<file path="src/hw/rtl/lph_pkg.sv">
`default_nettype none

package lph_pkg;

   localparam int KEY_IN_W = 16;
   localparam int SLOT_IDX_W = 4;

   typedef enum logic [1:0] {
      ST_INSERTED = 2'd0,
      ST_FULL     = 2'd1,
      ST_FOUND    = 2'd2,
      ST_ABSENT   = 2'd3
   } status_type;

   typedef enum logic {
      OP_INSERT = 1'b0,
      OP_SEARCH = 1'b1
   } op_type;

   typedef enum logic {
      PROBE_IDLE = 1'b0,
      PROBE_RUN  = 1'b1
   } probe_state_type;

   typedef struct packed {
      logic                  done;
      status_type            status;
      logic [SLOT_IDX_W-1:0] slot;
   } probe_result_type;

endpackage

`default_nettype wire

</file>
<file path="src/hw/rtl/lph_home.sv">
`default_nettype none

module lph_home import lph_pkg::*; #(
   parameter int SLOTS = 16,
   parameter int KEY_W = 16
) (
   input  wire logic                     clock,
   input  wire logic                     reset,
   input  wire logic                     go_i,
   input  wire logic [KEY_W-1:0]         key_i,
   output logic                          done_o,
   output logic [$clog2(SLOTS)-1:0]      home_o
);

   localparam int PW = $clog2(SLOTS);
   localparam bit POW2 = ((SLOTS & (SLOTS - 1)) == 0);

   generate
      if (POW2) begin : g_mask
         localparam int XW = (KEY_W > PW) ? KEY_W : PW;
         logic [XW-1:0] key_ext;
         logic          done_ff;
         logic [PW-1:0] home_ff;

         assign key_ext = XW'(key_i);

         always_ff @(posedge clock) begin
            if (reset) begin
               done_ff <= 1'b0;
            end else begin
               done_ff <= go_i;
            end
         end

         always_ff @(posedge clock) begin
            if (go_i) begin
               home_ff <= key_ext[PW-1:0];
            end
         end

         assign done_o = done_ff;
         assign home_o = home_ff;
      end else begin : g_recip
         // quotient by reciprocal multiply is low by at most one,
         // so one compare and subtract gives the remainder
         localparam int RECIP = (1 << KEY_W) / SLOTS;
         localparam int PRW   = 2 * KEY_W;
         localparam int RW    = PW + 1;
         localparam int XW    = (KEY_W > RW) ? KEY_W : RW;
         logic [PRW-1:0] prod;
         logic [XW-1:0]  key_ext;
         logic [XW-1:0]  quo_ext;
         logic           run_ff;
         logic           done_ff;
         logic [RW-1:0]  key_lo_ff;
         logic [RW-1:0]  quo_lo_ff;
         logic [RW-1:0]  diff;
         logic [RW-1:0]  rem;
         logic [PW-1:0]  home_ff;

         assign prod    = PRW'(key_i) * PRW'(RECIP);
         assign key_ext = XW'(key_i);
         assign quo_ext = XW'(prod[PRW-1:KEY_W]);
         // the rough remainder is below 2*SLOTS, so the low bits are enough
         assign diff    = key_lo_ff - quo_lo_ff * RW'(SLOTS);
         assign rem     = (diff >= RW'(SLOTS)) ? diff - RW'(SLOTS) : diff;

         always_ff @(posedge clock) begin
            if (reset) begin
               run_ff  <= 1'b0;
               done_ff <= 1'b0;
            end else begin
               run_ff  <= go_i;
               done_ff <= run_ff;
            end
         end

         always_ff @(posedge clock) begin
            if (go_i) begin
               key_lo_ff <= key_ext[RW-1:0];
               quo_lo_ff <= quo_ext[RW-1:0];
            end
            if (run_ff) begin
               home_ff <= rem[PW-1:0];
            end
         end

         assign done_o = done_ff;
         assign home_o = home_ff;
      end
   endgenerate

endmodule

`default_nettype wire

</file>
<file path="src/hw/rtl/lph_probe.sv">
`default_nettype none

module lph_probe import lph_pkg::*; #(
   parameter int SLOTS    = 16,
   parameter int KEY_BITS = 16
) (
   input  wire logic                        clock,
   input  wire logic                        reset,
   input  wire logic                        start_i,
   input  wire op_type                      op_i,
   input  wire logic [KEY_BITS-1:0]         key_i,
   input  wire logic [$clog2(SLOTS)-1:0]    home_i,
   output probe_result_type                 result_o
);

   localparam int PW = $clog2(SLOTS);
   localparam int CW = $clog2(SLOTS + 1);
   localparam int SW = (PW > SLOT_IDX_W) ? PW : SLOT_IDX_W;

   probe_state_type state_ff, state_in;

   logic [KEY_BITS-1:0] slot_key_mem [SLOTS];
   logic [SLOTS-1:0]    valid_ff;

   logic [PW-1:0] pos_ff, pos_in;
   logic [CW-1:0] iss_ff, iss_in;
   logic          rd_live_ff, rd_live_in;
   logic          rd_last_ff, rd_last_in;
   logic [PW-1:0] rd_pos_ff;
   logic          rd_valid_ff;
   logic [KEY_BITS-1:0] rd_key_ff;

   logic          issue;
   logic          finish;
   logic          wr_en;
   logic          match;
   logic [SW-1:0] pos_ext;

   assign match   = rd_valid_ff && (rd_key_ff == key_i);
   assign pos_ext = SW'(rd_pos_ff);

   always_comb begin
      state_in   = state_ff;
      pos_in     = pos_ff;
      iss_in     = iss_ff;
      rd_live_in = 1'b0;
      rd_last_in = rd_last_ff;
      issue      = 1'b0;
      finish     = 1'b0;
      wr_en      = 1'b0;
      result_o   = '{done: 1'b0, status: ST_ABSENT, slot: '0};

      case (state_ff)
         PROBE_IDLE: begin
            if (start_i) begin
               state_in = PROBE_RUN;
               pos_in   = home_i;
               iss_in   = '0;
            end
         end
         PROBE_RUN: begin
            // evaluate the slot read last cycle
            if (rd_live_ff) begin
               if (op_i == OP_INSERT) begin
                  if (!rd_valid_ff) begin
                     finish   = 1'b1;
                     wr_en    = 1'b1;
                     result_o = '{done: 1'b1, status: ST_INSERTED,
                                  slot: pos_ext[SLOT_IDX_W-1:0]};
                  end else if (rd_last_ff) begin
                     finish   = 1'b1;
                     result_o = '{done: 1'b1, status: ST_FULL, slot: '0};
                  end
               end else begin
                  if (!rd_valid_ff) begin
                     finish   = 1'b1;
                     result_o = '{done: 1'b1, status: ST_ABSENT, slot: '0};
                  end else if (match) begin
                     finish   = 1'b1;
                     result_o = '{done: 1'b1, status: ST_FOUND,
                                  slot: pos_ext[SLOT_IDX_W-1:0]};
                  end else if (rd_last_ff) begin
                     finish   = 1'b1;
                     result_o = '{done: 1'b1, status: ST_ABSENT, slot: '0};
                  end
               end
            end

            issue = !finish && (iss_ff != CW'(SLOTS));
            if (finish) begin
               state_in = PROBE_IDLE;
            end
            if (issue) begin
               rd_live_in = 1'b1;
               rd_last_in = (iss_ff == CW'(SLOTS - 1));
               iss_in     = iss_ff + 1'b1;
               pos_in     = (pos_ff == PW'(SLOTS - 1)) ? '0 : pos_ff + 1'b1;
            end
         end
         default: begin
            state_in = PROBE_IDLE;
         end
      endcase
   end

   always_ff @(posedge clock) begin
      if (reset) begin
         state_ff   <= PROBE_IDLE;
         rd_live_ff <= 1'b0;
         valid_ff   <= '0;
      end else begin
         state_ff   <= state_in;
         rd_live_ff <= rd_live_in;
         if (wr_en) begin
            valid_ff[rd_pos_ff] <= 1'b1;
         end
      end
   end

   always_ff @(posedge clock) begin
      pos_ff      <= pos_in;
      iss_ff      <= iss_in;
      rd_last_ff  <= rd_last_in;
      rd_pos_ff   <= pos_ff;
      rd_valid_ff <= valid_ff[pos_ff];
   end

   always_ff @(posedge clock) begin
      if (wr_en) begin
         slot_key_mem[rd_pos_ff] <= key_i;
      end
      rd_key_ff <= slot_key_mem[pos_ff];
   end

endmodule

`default_nettype wire

</file>
<file path="src/hw/rtl/linear_probe_hash_table_core.sv">
// Open-addressed hash table of SLOTS keys with linear probing. Pulse start while busy is
// low to issue an insert (req_operation 0) or a search (1); busy stays high until the
// result, which appears for exactly one cycle with rsp_strobe and cannot be held off.
// The home slot is computed first, from the low key bits when SLOTS is a power of two,
// otherwise by a reciprocal-multiply modulo unit; the probe then walks the key memory
// at one read per cycle, visiting 1 to SLOTS slots, and each read is registered before
// its slot is evaluated. A new request may be accepted in the cycle the result is shown.
`default_nettype none

module linear_probe_hash_table_core import lph_pkg::*; #(
   parameter int SLOTS    = 16,
   parameter int KEY_BITS = 16
) (
   input  wire logic                  clock,
   input  wire logic                  reset,
   input  wire logic                  start,
   output logic                       busy,
   input  wire logic                  req_operation,
   input  wire logic [KEY_IN_W-1:0]   req_key,
   output logic                       rsp_strobe,
   output logic [1:0]                 rsp_status,
   output logic [SLOT_IDX_W-1:0]      rsp_slot_index
);

   localparam int PW  = $clog2(SLOTS);
   localparam int EFF = (KEY_BITS < KEY_IN_W) ? KEY_BITS : KEY_IN_W;
   localparam int KW  = (KEY_BITS > KEY_IN_W) ? KEY_BITS : KEY_IN_W;

   logic                  busy_ff;
   op_type                op_ff;
   logic [KEY_BITS-1:0]   key_ff;
   logic                  rsp_strobe_ff;
   status_type            rsp_status_ff;
   logic [SLOT_IDX_W-1:0] rsp_slot_ff;

   logic                  accept;
   logic [KW-1:0]         key_ext;
   logic [KEY_BITS-1:0]   key_in;
   logic                  home_done;
   logic [PW-1:0]         home;
   probe_result_type      res;

   assign accept  = start && !busy_ff;
   assign key_ext = KW'(req_key);
   assign key_in  = key_ext[KEY_BITS-1:0];

   lph_home #(
      .SLOTS (SLOTS),
      .KEY_W (EFF)
   ) u_home (
      .clock  (clock),
      .reset  (reset),
      .go_i   (accept),
      .key_i  (key_in[EFF-1:0]),
      .done_o (home_done),
      .home_o (home)
   );

   lph_probe #(
      .SLOTS    (SLOTS),
      .KEY_BITS (KEY_BITS)
   ) u_probe (
      .clock    (clock),
      .reset    (reset),
      .start_i  (home_done),
      .op_i     (op_ff),
      .key_i    (key_ff),
      .home_i   (home),
      .result_o (res)
   );

   always_ff @(posedge clock) begin
      if (reset) begin
         busy_ff       <= 1'b0;
         rsp_strobe_ff <= 1'b0;
      end else begin
         rsp_strobe_ff <= res.done;
         if (accept) begin
            busy_ff <= 1'b1;
         end else if (res.done) begin
            busy_ff <= 1'b0;
         end
      end
   end

   always_ff @(posedge clock) begin
      if (accept) begin
         op_ff  <= op_type'(req_operation);
         key_ff <= key_in;
      end
      if (res.done) begin
         rsp_status_ff <= res.status;
         rsp_slot_ff   <= res.slot;
      end
   end

   assign busy           = busy_ff;
   assign rsp_strobe     = rsp_strobe_ff;
   assign rsp_status     = rsp_status_ff;
   assign rsp_slot_index = rsp_slot_ff;

`ifndef SYNTHESIS
   a_no_result_while_busy: assert property (@(posedge clock) disable iff (reset)
      rsp_strobe |-> !busy)
      else $error("result shown while a request is still in flight");

   a_done_only_in_flight: assert property (@(posedge clock) disable iff (reset)
      res.done |-> busy_ff)
      else $error("probe finished with no request in flight");

   a_accept_sets_busy: assert property (@(posedge clock) disable iff (reset)
      accept |=> busy_ff && !rsp_strobe_ff)
      else $error("accepted item did not raise busy");

   a_miss_index_zero: assert property (@(posedge clock) disable iff (reset)
      rsp_strobe && (rsp_status == ST_FULL || rsp_status == ST_ABSENT)
      |-> rsp_slot_index == '0)
      else $error("slot index nonzero on full or not found");
`endif

endmodule

`default_nettype wire
</file>
<file path="config.mk">
export PLATFORM = sky130hd
export DESIGN_NAME = linear_probe_hash_table_core
export DESIGN_NICKNAME = d
export VERILOG_FILES = /design/src/hw/rtl/lph_pkg.sv /design/src/hw/rtl/lph_home.sv /design/src/hw/rtl/lph_probe.sv /design/src/hw/rtl/linear_probe_hash_table_core.sv
export SDC_FILE = /design/constraint.sdc
export NUM_CORES = 1
export LEC_CHECK = 0
export BUFFER_PORTS_ARGS = -buffer_cell sky130_fd_sc_hd__clkbuf_2
export CAP_MARGIN = 20
export CORE_UTILIZATION = 35
export DETAILED_ROUTE_END_ITERATION = 10
export PLACE_DENSITY = 0.47
export RECOVER_POWER = 100
export SLEW_MARGIN = 10
export SYNTH_ARGS = -nofsm -noshare
export SYNTH_HDL_FRONTEND = slang
export SYNTH_SLANG_ARGS = --single-unit
</file>
<file path="constraint.sdc">
create_clock -name clock -period 4.8 [get_ports clock]
set_input_delay 0.72 -clock clock [delete_from_list [all_inputs] [get_ports clock]]
set_output_delay 0.72 -clock clock [all_outputs]
set_load 0.005 [all_outputs]
</file>
==> impl_metrics.env, run 1 <==
export IMPL_finalSetupViolations=0
export IMPL_path_clk_slew_ps=60
export IMPL_power_density_nw_per_um2=422
export IMPL_setup_worst_path_start_class="flop"
export IMPL_postLayoutCellArea_um2=14500
export IMPL_final_nets=690
export IMPL_synth_area_per_cell_um2=21.1
export IMPL_postCtsHoldBufs=0
export IMPL_cp_end_kind="flop"
export IMPL_syn_cell_area_um2=12800
export IMPL_cts_root_buf="clkbuf_16"
export IMPL_p_int_mw=4.81
export IMPL_die_x_um=193
export IMPL_finalCritPeriodShare_pct=76.2
export IMPL_p_sw_mw=1.31
export IMPL_p_clk_share_pct=41.4
export IMPL_antenna_found_initial=0
export IMPL_core_um2=35800
export IMPL_ys_ff_latch=331
export IMPL_fin_setup_tns_ps=0
export IMPL_max_slew_margin_rel_pct=-76.6
export IMPL_pwr_share_seq_pct=53.2
export IMPL_dieArea_um2=37400
export IMPL_post_drt_wl_per_cell_um=24.2
export IMPL_final_cells=1153
export IMPL_via_per_inst=5.22
export IMPL_worstMarginPinSlew_ps=2650
export IMPL_ys_top_cells_by_count="edfxtp_1, mux4_1, dfxtp_1"
export IMPL_dp_hpwl_mm=15.7
export IMPL_fp_dieH_um=193
export IMPL_drv_cap=11
export IMPL_power_mw=6.12
export IMPL_rows=69
export IMPL_criticalPathCategory="reg -> reg"
export IMPL_hold_depth=1
export IMPL_ys_flop_type="edfxtp_1"
export IMPL_yosysSeqAreaShare_pct=74.2
export IMPL_placed_area_um2=13600
export IMPL_r2r_start="u_probe.state_ff"
export IMPL_firstDrtPassIters=8
export IMPL_critPathLaunch="u_probe.state_ff"
export IMPL_crit_family="simple AND/OR/NAND/NOR gates"
export IMPL_yosys_area_top_type="edfxtp_1"
export IMPL_rr_endpoint="u_probe.slot_key_mem[12][11]"
export IMPL_fmaxAchievable_mhz=273
export IMPL_numClockSinks=331
export IMPL_critPathSlowestCell="nor3_1"
export IMPL_synth_nets=633
export IMPL_remaining_drc_errors=3
export IMPL_htree_levels=2
export IMPL_ys_types=43
export IMPL_post_cts_buffers=0
export IMPL_gr_usage_all_layers_pct=15.2
export IMPL_io_buffers=27
export IMPL_yosysWarnings=0
export IMPL_start_util_pct=35.8
export IMPL_grt_pass1_wl_mm=41.5
export IMPL_grt_max_degree=74
export IMPL_drt_iter0_drc=430
export IMPL_synthArstFlopShare_pct=0
export IMPL_fin_crit_ps=3660
export IMPL_rsz0062_at_grt="false"
export IMPL_combPwrFrac_pct=5.3
export IMPL_worst_path_max_fanout=20
export IMPL_critPathArrivalTime_ps=3800
export IMPL_outcome="finished, violations left"
export IMPL_vias=6016
export IMPL_tritoncts="yes"
export IMPL_max_stage_delay_ps=1050
export IMPL_reg2reg_setup_slack_ps=1140
export IMPL_drive_gt1_share_pct=15.0
export IMPL_cts_path_max_buffers=3
export IMPL_gp_congestion=0.774
export IMPL_synth_edf_count=289
export IMPL_path_buf_inv=2
export IMPL_numCtsBuffers=36
export IMPL_antenna_left=0
export IMPL_path_cells="nor4bb_1 > clkbuf_1 > nand3_1 > nor3_1 > clkbuf_1"
export IMPL_r2r_cells=5
export IMPL_holdPathEnd="key_ff[6]"
export IMPL_p_leak_nw=4.76
export IMPL_syn2layout_area_growth_pct=13.2
export IMPL_dp_cells=1089
export IMPL_yosys_top_cells_area="edfxtp_1, mux4_1, dfxtp_1"
export IMPL_switching_share_pct=21.4
export IMPL_crit_path_frequent_cell="clkbuf_1"
export IMPL_synth_top_area_share_pct=67.7
export IMPL_finClkSkew_ps=22.2
export IMPL_hp_start="req_key[6]"
export IMPL_antennaDiodeCount=0
export IMPL_required_ps=4940
export IMPL_synth_cells=609
export IMPL_num_io_pins=28
export IMPL_min_path_type="in -> reg"
export IMPL_n_fill_cell=3147
export IMPL_slew_violations=312
export IMPL_hold_viol_final=0
export IMPL_irDropWorstVdd_mv=0.228
export IMPL_insertion_delay_ps=510
export IMPL_first_global_vias=6331
export IMPL_violations="design-rule violations, max-capacitance violations, max-slew violations"
export IMPL_grt_overflow=0
export IMPL_wl_mm=27.9
export IMPL_synth_most_common_cell="edfxtp_1"
export IMPL_cts_resized=0
[power by group through the flow]
stage | Sequential, mW | Combinational (mW) | Clock (mW)
after global routing | 3.27 | 0.358 | 2.70
after floorplan | 3.29 | 0.257 | 0
after detailed placement | 3.32 | 0.330 | 0
final | 3.26 | 0.328 | 2.54
after global placement | 3.32 | 0.329 | 0
after CTS | 3.26 | 0.331 | 2.60
[final cells by class]
| cell class | count | area (um2) | area share (%) |
|---|---|---|---|
| clock inverter | 14 | 82.6 | 0.569 |
| timing repair buffer | 50 | 214 | 1.47 |
| sequential | 331 | 9520 | 65.6 |
| inverter | 6 | 22.5 | 0.155 |
| clock buffer | 50 | 996 | 6.86 |
| multi-input combinational | 241 | 3100 | 21.4 |
| tap | 461 | 577 | 3.97 |
[worst max-delay path by stage]
stage	end	depth (start not counted)
2_1_floorplan	u_probe.slot_key_mem[8][0]	4
3_3_place_gp	rsp_slot_index[0]	4
3_5_place_dp	rsp_slot_index[3]	4
4_1_cts	rsp_slot_index[3]	4
5_1_grt	u_probe.slot_key_mem[12][11]	5
6_report	u_probe.slot_key_mem[12][11]	5
[layer usage]
metal / GRT usage, % / up-vias / part of all wire [%]
li1: - / 2662 / -
met1: 21.6 / 3161 / 46
met2: 24.4 / 164 / 48
met3: 2.56 / 29 / 4.8
met4: 3.47 / 0 / 1.4
met5: 0 / - / 0
[layout by cell type, fill, tap and decap left out, types with 7 or more instances in the layout]
cell type	netlist	layout
edfxtp_1	289	289
mux4_1	59	59
dfxtp_1	42	42
clkbuf_1	20	39
clkbuf_16	0	37
nor2_1	33	28
mux4_2	26	26
clkbuf_2	0	22
a21oi_1	16	16
xor2_1	12	12
nand2_1	10	10
nand3_1	9	9
xnor2_1	7	7
a31oi_1	7	7
nor3_1	7	7
[cell families after synthesis]
| family | after synthesis | synth area share (%) |
|---|---|---|
| AND/OR/NAND/NOR | 92 | 3.66 |
| multiplexers | 87 | 16.8 |
| flip-flops | 331 | 74.2 |
| XOR/XNOR | 19 | 1.30 |
| adder cells (fa/ha/maj) | 4 | 0.390 |
| buffers and inverters | 37 | 1.68 |
| AO/OA/AOI/OAI | 39 | 1.93 |
[sequential cells by signal, summed over array words and instances, names as in the netlist]
signal                count
u_probe.pos_ext           4
u_probe.iss_ff            5
u_probe.valid_ff         16
key_ff                   16
u_probe.rd_valid_ff       1
u_probe.pos_ff            4
u_probe.rd_last_ff        1
op_ff                     1
busy                      1
u_probe.slot_key_mem    256
rsp_status                2
u_home.done_o             1
rsp_slot_index            4
u_probe.rd_key_ff        16
u_probe.state_ff          1
u_probe.rd_live_ff        1
rsp_strobe                1
[metrics by stage]
stage | setup WS (ps) | hold WS [ps] | utilization [%]
floorplan | 2140 | 366 | -
global placement | 1850 | 440 | 37.8
detailed placement | 1700 | 458 | 38.0
CTS | 1700 | 358 | 41.0
global route | 704 | 359 | 40.5
finish | 1140 | 378 | 40.5
No activity file was read; power rests on OpenSTA's default activity.
==> inputs of run 2 (changes only) <==
==> constraint.sdc (replaced) <==
create_clock -name clock -period 3.6 [get_ports clock]
set_input_delay 0.54 -clock clock [delete_from_list [all_inputs] [get_ports clock]]
set_output_delay 0.54 -clock clock [all_outputs]
set_load 0.005 [all_outputs]
==> impl_metrics.env, run 2 (synthesis results as in run 1) <==
export IMPL_rsz0062_at_grt="false"
export IMPL_p_leak_nw=4.90
export IMPL_antenna_left=0
export IMPL_crit_path_frequent_cell="clkbuf_1"
export IMPL_postCtsHoldBufs=0
export IMPL_worstMarginPinSlew_ps=2240
export IMPL_postLayoutCellArea_um2=14800
export IMPL_core_um2=35800
export IMPL_outcome="finished, violations left"
export IMPL_r2r_start="u_probe.state_ff"
export IMPL_path_cells="nor4bb_1 > clkbuf_1 > nand3_1 > nor3_1 > clkbuf_1"
export IMPL_finalCritPeriodShare_pct=89.8
export IMPL_final_nets=704
export IMPL_irDropWorstVdd_mv=0.329
export IMPL_r2r_cells=5
export IMPL_pre_cts_ws_ps=629
export IMPL_n_fill_cell=3149
export IMPL_drt_iter0_drc=388
export IMPL_cp_end_kind="flop"
export IMPL_placed_area_um2=13700
export IMPL_top_register="u_probe.slot_key_mem"
export IMPL_dieArea_um2=37400
export IMPL_power_density_nw_per_um2=578
export IMPL_fin_setup_tns_ps=0
export IMPL_start_util_pct=35.8
export IMPL_fin_ws_ps=365
export IMPL_cts_path_max_buffers=3
export IMPL_firstDrtPassIters=7
export IMPL_fin_crit_ps=3230
export IMPL_min_path_type="in -> reg"
export IMPL_finalSetupViolations=0
export IMPL_num_io_pins=28
export IMPL_rr_endpoint="u_probe.slot_key_mem[4][15]"
export IMPL_cts_root_buf="clkbuf_16"
export IMPL_wl_mm=28.5
export IMPL_holdWs_ps=177
export IMPL_gr_usage_all_layers_pct=15.7
export IMPL_largest_register_ffs=256
export IMPL_cts_resized=0
export IMPL_critPathArrivalTime_ps=3370
export IMPL_setup_worst_path_start_class="flop"
export IMPL_crit_family="buffers and inverters"
export IMPL_fp_dieH_um=193
export IMPL_violations="design-rule violations, max-capacitance violations, max-slew violations"
export IMPL_post_cts_buffers=0
export IMPL_grt_overflow=0
export IMPL_tritoncts="yes"
export IMPL_drv_cap=2
export IMPL_finClkSkew_ps=20.2
export IMPL_grt_pass1_wl_mm=42.8
export IMPL_numClockSinks=331
export IMPL_hp_start="req_key[5]"
export IMPL_antenna_found_initial=1
export IMPL_required_ps=3730
export IMPL_die_x_um=193
export IMPL_rows=69
export IMPL_first_global_vias=6499
export IMPL_critPathLaunch="u_probe.state_ff"
export IMPL_hold_depth=1
export IMPL_dp_hpwl_mm=16.2
export IMPL_max_stage_delay_ps=950
export IMPL_drive_gt1_share_pct=18.2
export IMPL_antennaDiodeCount=0
export IMPL_path_buf_inv=2
export IMPL_post_drt_wl_per_cell_um=24.3
export IMPL_htree_levels=2
export IMPL_grt_max_degree=40
export IMPL_insertion_delay_ps=540
export IMPL_reg2reg_setup_slack_ps=370
export IMPL_final_cell_mix="edfxtp_1, mux4_1, dfxtp_1"
export IMPL_holdPathEnd="key_ff[5]"
export IMPL_via_per_inst=5.22
export IMPL_power_mw=8.55
export IMPL_remaining_drc_errors=3
export IMPL_hold_viol_final=0
export IMPL_syn2layout_area_growth_pct=15.3
export IMPL_final_common_cell="edfxtp_1"
export IMPL_vias=6118
export IMPL_worst_path_max_fanout=20
export IMPL_io_buffers=27
export IMPL_criticalPathCategory="reg -> reg"
export IMPL_critPathSlowestCell="clkbuf_1"
export IMPL_max_slew_margin_rel_pct=-49.1
export IMPL_slew_violations=42
export IMPL_numCtsBuffers=38
export IMPL_fmaxAchievable_mhz=309
export IMPL_gp_congestion=0.749
export IMPL_path_clk_slew_ps=60
[run 2: changes by cell type in the layout (fill, tap and decap cells not counted), sizes merged]
cell	change
clkinvlp	+2
inv	+2
buf	+8
clkbuf	+2
bufinv	+4
[run 2: cell type report]
class / count / area (um2) / share of cell area [%]
flip-flops and latches: 331 / 9520 / 64.4
well taps: 461 / 577 / 3.90
multi-input cells: 241 / 3110 / 21.0
inverters: 6 / 22.5 / 0.152
clock inverters: 22 / 230 / 1.56
repair buffers: 62 / 325 / 2.20
clock buffers: 48 / 998 / 6.75
[run 2: routing by layer]
metal | track usage [%] | share of wire (%)
met2 | 24.6 | 47
met5 | 0 | 0
met3 | 2.72 | 3.5
met4 | 5.72 | 2.9
met1 | 22.1 | 47
[run 2: how the worst max path moves through the flow]
stage	cells past startpoint	slack [ps]	to
after floorplan	4	940	u_probe.slot_key_mem[8][0]
after global placement	5	640	rsp_status[1]
after detailed placement	5	630	rsp_status[1]
after CTS	5	630	rsp_status[1]
after global routing	5	230	u_probe.slot_key_mem[4][15]
final	5	370	u_probe.slot_key_mem[4][15]
[run 2: power by group]
| part | total [mW] | switching (mW) | internal (mW) |
|---|---|---|---|
| Clock | 3.75 | 1.49 | 2.27 |
| Sequential | 4.35 | 0.105 | 4.25 |
| Combinational | 0.439 | 0.217 | 0.223 |
[run 2: per-stage QoR]
step,cells,util (%)
after floorplan,609,-
after global placement,1101,38.2
after detailed placement,1101,38.2
after CTS,1171,41.7
after global routing,1171,41.3
final,1171,41.3
==> inputs of run 3 (changes only) <==
--- a/config.mk
+++ b/config.mk
@@ -10,7 +10,7 @@
 export CORE_UTILIZATION = 35
 export DETAILED_ROUTE_END_ITERATION = 10
 export PLACE_DENSITY = 0.47
-export RECOVER_POWER = 100
+export RECOVER_POWER = 50
 export SLEW_MARGIN = 10
 export SYNTH_ARGS = -nofsm -noshare
 export SYNTH_HDL_FRONTEND = slang
==> impl_metrics.env, run 3 (synthesis results as in run 1) <==
export IMPL_outcome="finished, violations left"
export IMPL_violations="design-rule violations, max-capacitance violations, max-slew violations"
export IMPL_insertion_delay_ps=540
export IMPL_max_slew_margin_rel_pct=-49.6
export IMPL_post_cts_buffers=0
export IMPL_largest_register_ffs=256
export IMPL_rsz0062_at_grt="false"
export IMPL_cts_resized=0
export IMPL_die_x_um=193
export IMPL_reg2reg_setup_slack_ps=440
export IMPL_antenna_left=0
export IMPL_r2r_start="u_probe.pos_ff[0]"
export IMPL_grt_pass1_wl_mm=42.8
export IMPL_pre_cts_ws_ps=629
export IMPL_postCtsHoldBufs=0
export IMPL_hold_depth=1
export IMPL_gp_congestion=0.749
export IMPL_slew_violations=42
export IMPL_antennaDiodeCount=0
export IMPL_start_util_pct=35.8
export IMPL_firstDrtPassIters=8
export IMPL_p_leak_nw=4.96
export IMPL_final_common_cell="edfxtp_1"
export IMPL_holdPathEnd="key_ff[5]"
export IMPL_remaining_drc_errors=3
export IMPL_rr_endpoint="u_probe.rd_key_ff[9]"
export IMPL_criticalPathCategory="reg -> reg"
export IMPL_drive_gt1_share_pct=20.8
export IMPL_top_register="u_probe.slot_key_mem"
export IMPL_antenna_found_initial=1
export IMPL_tritoncts="yes"
export IMPL_cts_root_buf="clkbuf_16"
export IMPL_grt_max_degree=40
export IMPL_num_io_pins=28
export IMPL_critPathArrivalTime_ps=3540
export IMPL_first_global_vias=6499
export IMPL_fmaxAchievable_mhz=317
export IMPL_post_drt_wl_per_cell_um=24.4
export IMPL_fin_ws_ps=441
export IMPL_vias=6129
export IMPL_required_ps=3980
export IMPL_io_buffers=27
export IMPL_wl_mm=28.5
export IMPL_finalSetupViolations=0
export IMPL_post_route_util_pct=41.5
export IMPL_final_cell_mix="edfxtp_1, mux4_1, dfxtp_1"
export IMPL_setup_worst_path_start_class="flop"
export IMPL_hold_viol_final=0
export IMPL_numClockSinks=331
export IMPL_dieArea_um2=37400
export IMPL_rows=69
export IMPL_drt_iter0_drc=373
export IMPL_r2r_cells=3
export IMPL_worst_path_max_fanout=39
export IMPL_irDropWorstVdd_mv=0.328
export IMPL_worstMarginPinSlew_ps=2240
export IMPL_cp_end_kind="flop"
export IMPL_critPathLaunch="u_probe.pos_ff[0]"
export IMPL_power_density_nw_per_um2=575
export IMPL_grt_overflow=0
export IMPL_core_um2=35800
export IMPL_dp_hpwl_mm=16.2
export IMPL_syn2layout_area_growth_pct=16.0
export IMPL_numCtsBuffers=38
export IMPL_hp_start="req_key[5]"
export IMPL_fp_dieH_um=193
export IMPL_gr_usage_all_layers_pct=15.7
export IMPL_htree_levels=2
export IMPL_fin_crit_ps=3160
export IMPL_drv_cap=2
export IMPL_fin_setup_tns_ps=0
export IMPL_path_clk_slew_ps=60
export IMPL_finalCritPeriodShare_pct=87.8
export IMPL_final_nets=704
export IMPL_cts_path_max_buffers=3
export IMPL_via_per_inst=5.23
export IMPL_min_path_type="in -> reg"
export IMPL_finClkSkew_ps=19.7
[run 3: changes by cell type in the layout (fill, tap and decap cells not counted), sizes merged]
cell / delta
buf: +20
clkbuf: -20
[run 3: final cells by class]
cell class              instances  area (um2)
repair buffers                 62         388
flip-flops and latches        331        9520
clock buffers                  48         998
inverters                       6        22.5
clock inverters                22         230
fillers                      3125       21000
multi-input cells             241        3140
well taps                     461         577
[run 3: worst max-delay path by stage]
stage / end / cells after the start
final: u_probe.rd_key_ff[9] / 3
after global routing: rsp_slot_index[2] / 6
after CTS: rsp_status[1] / 5
after detailed placement: rsp_status[1] / 5
after global placement: rsp_status[1] / 5
after floorplan: u_probe.slot_key_mem[8][0] / 4
[run 3: routing by layer]
layer  share of wire (%)  vias up  GRT usage, %
met5                   0        -             0
met4                 2.9        0          5.72
met3                 3.4       61          2.72
met2                  47      132          24.6
met1                  47     3237          22.1
li1                    -     2699             -
[run 3: power breakdown]
part / internal [mW] / leakage (nW) / switching (mW)
combinational: 0.223 / 1.39 / 0.219
sequential: 4.25 / 2.97 / 0.105
clock: 2.27 / 0.596 / 1.49
total: 6.74 / 4.96 / 1.81
[run 3: per-stage QoR]
| step | power [mW] | instances | cell area (um2) | hold slack (ps) |
|---|---|---|---|---|
| after global placement | 4.89 | 1101 | 13700 | 439 |
| final | 8.55 | 1171 | 14900 | 177 |
| after CTS | 8.67 | 1171 | 14900 | 151 |
| after floorplan | 4.72 | 609 | 12800 | 366 |
| after global routing | 8.86 | 1171 | 14900 | 153 |
| after detailed placement | 4.89 | 1101 | 13700 | 449 |
[run 3: worst max-delay path: stages, from the launching register on]
cell and delay, ps:
edfxtp_1 640, clkbuf_2 1110, mux4_1 710, mux4_2 490
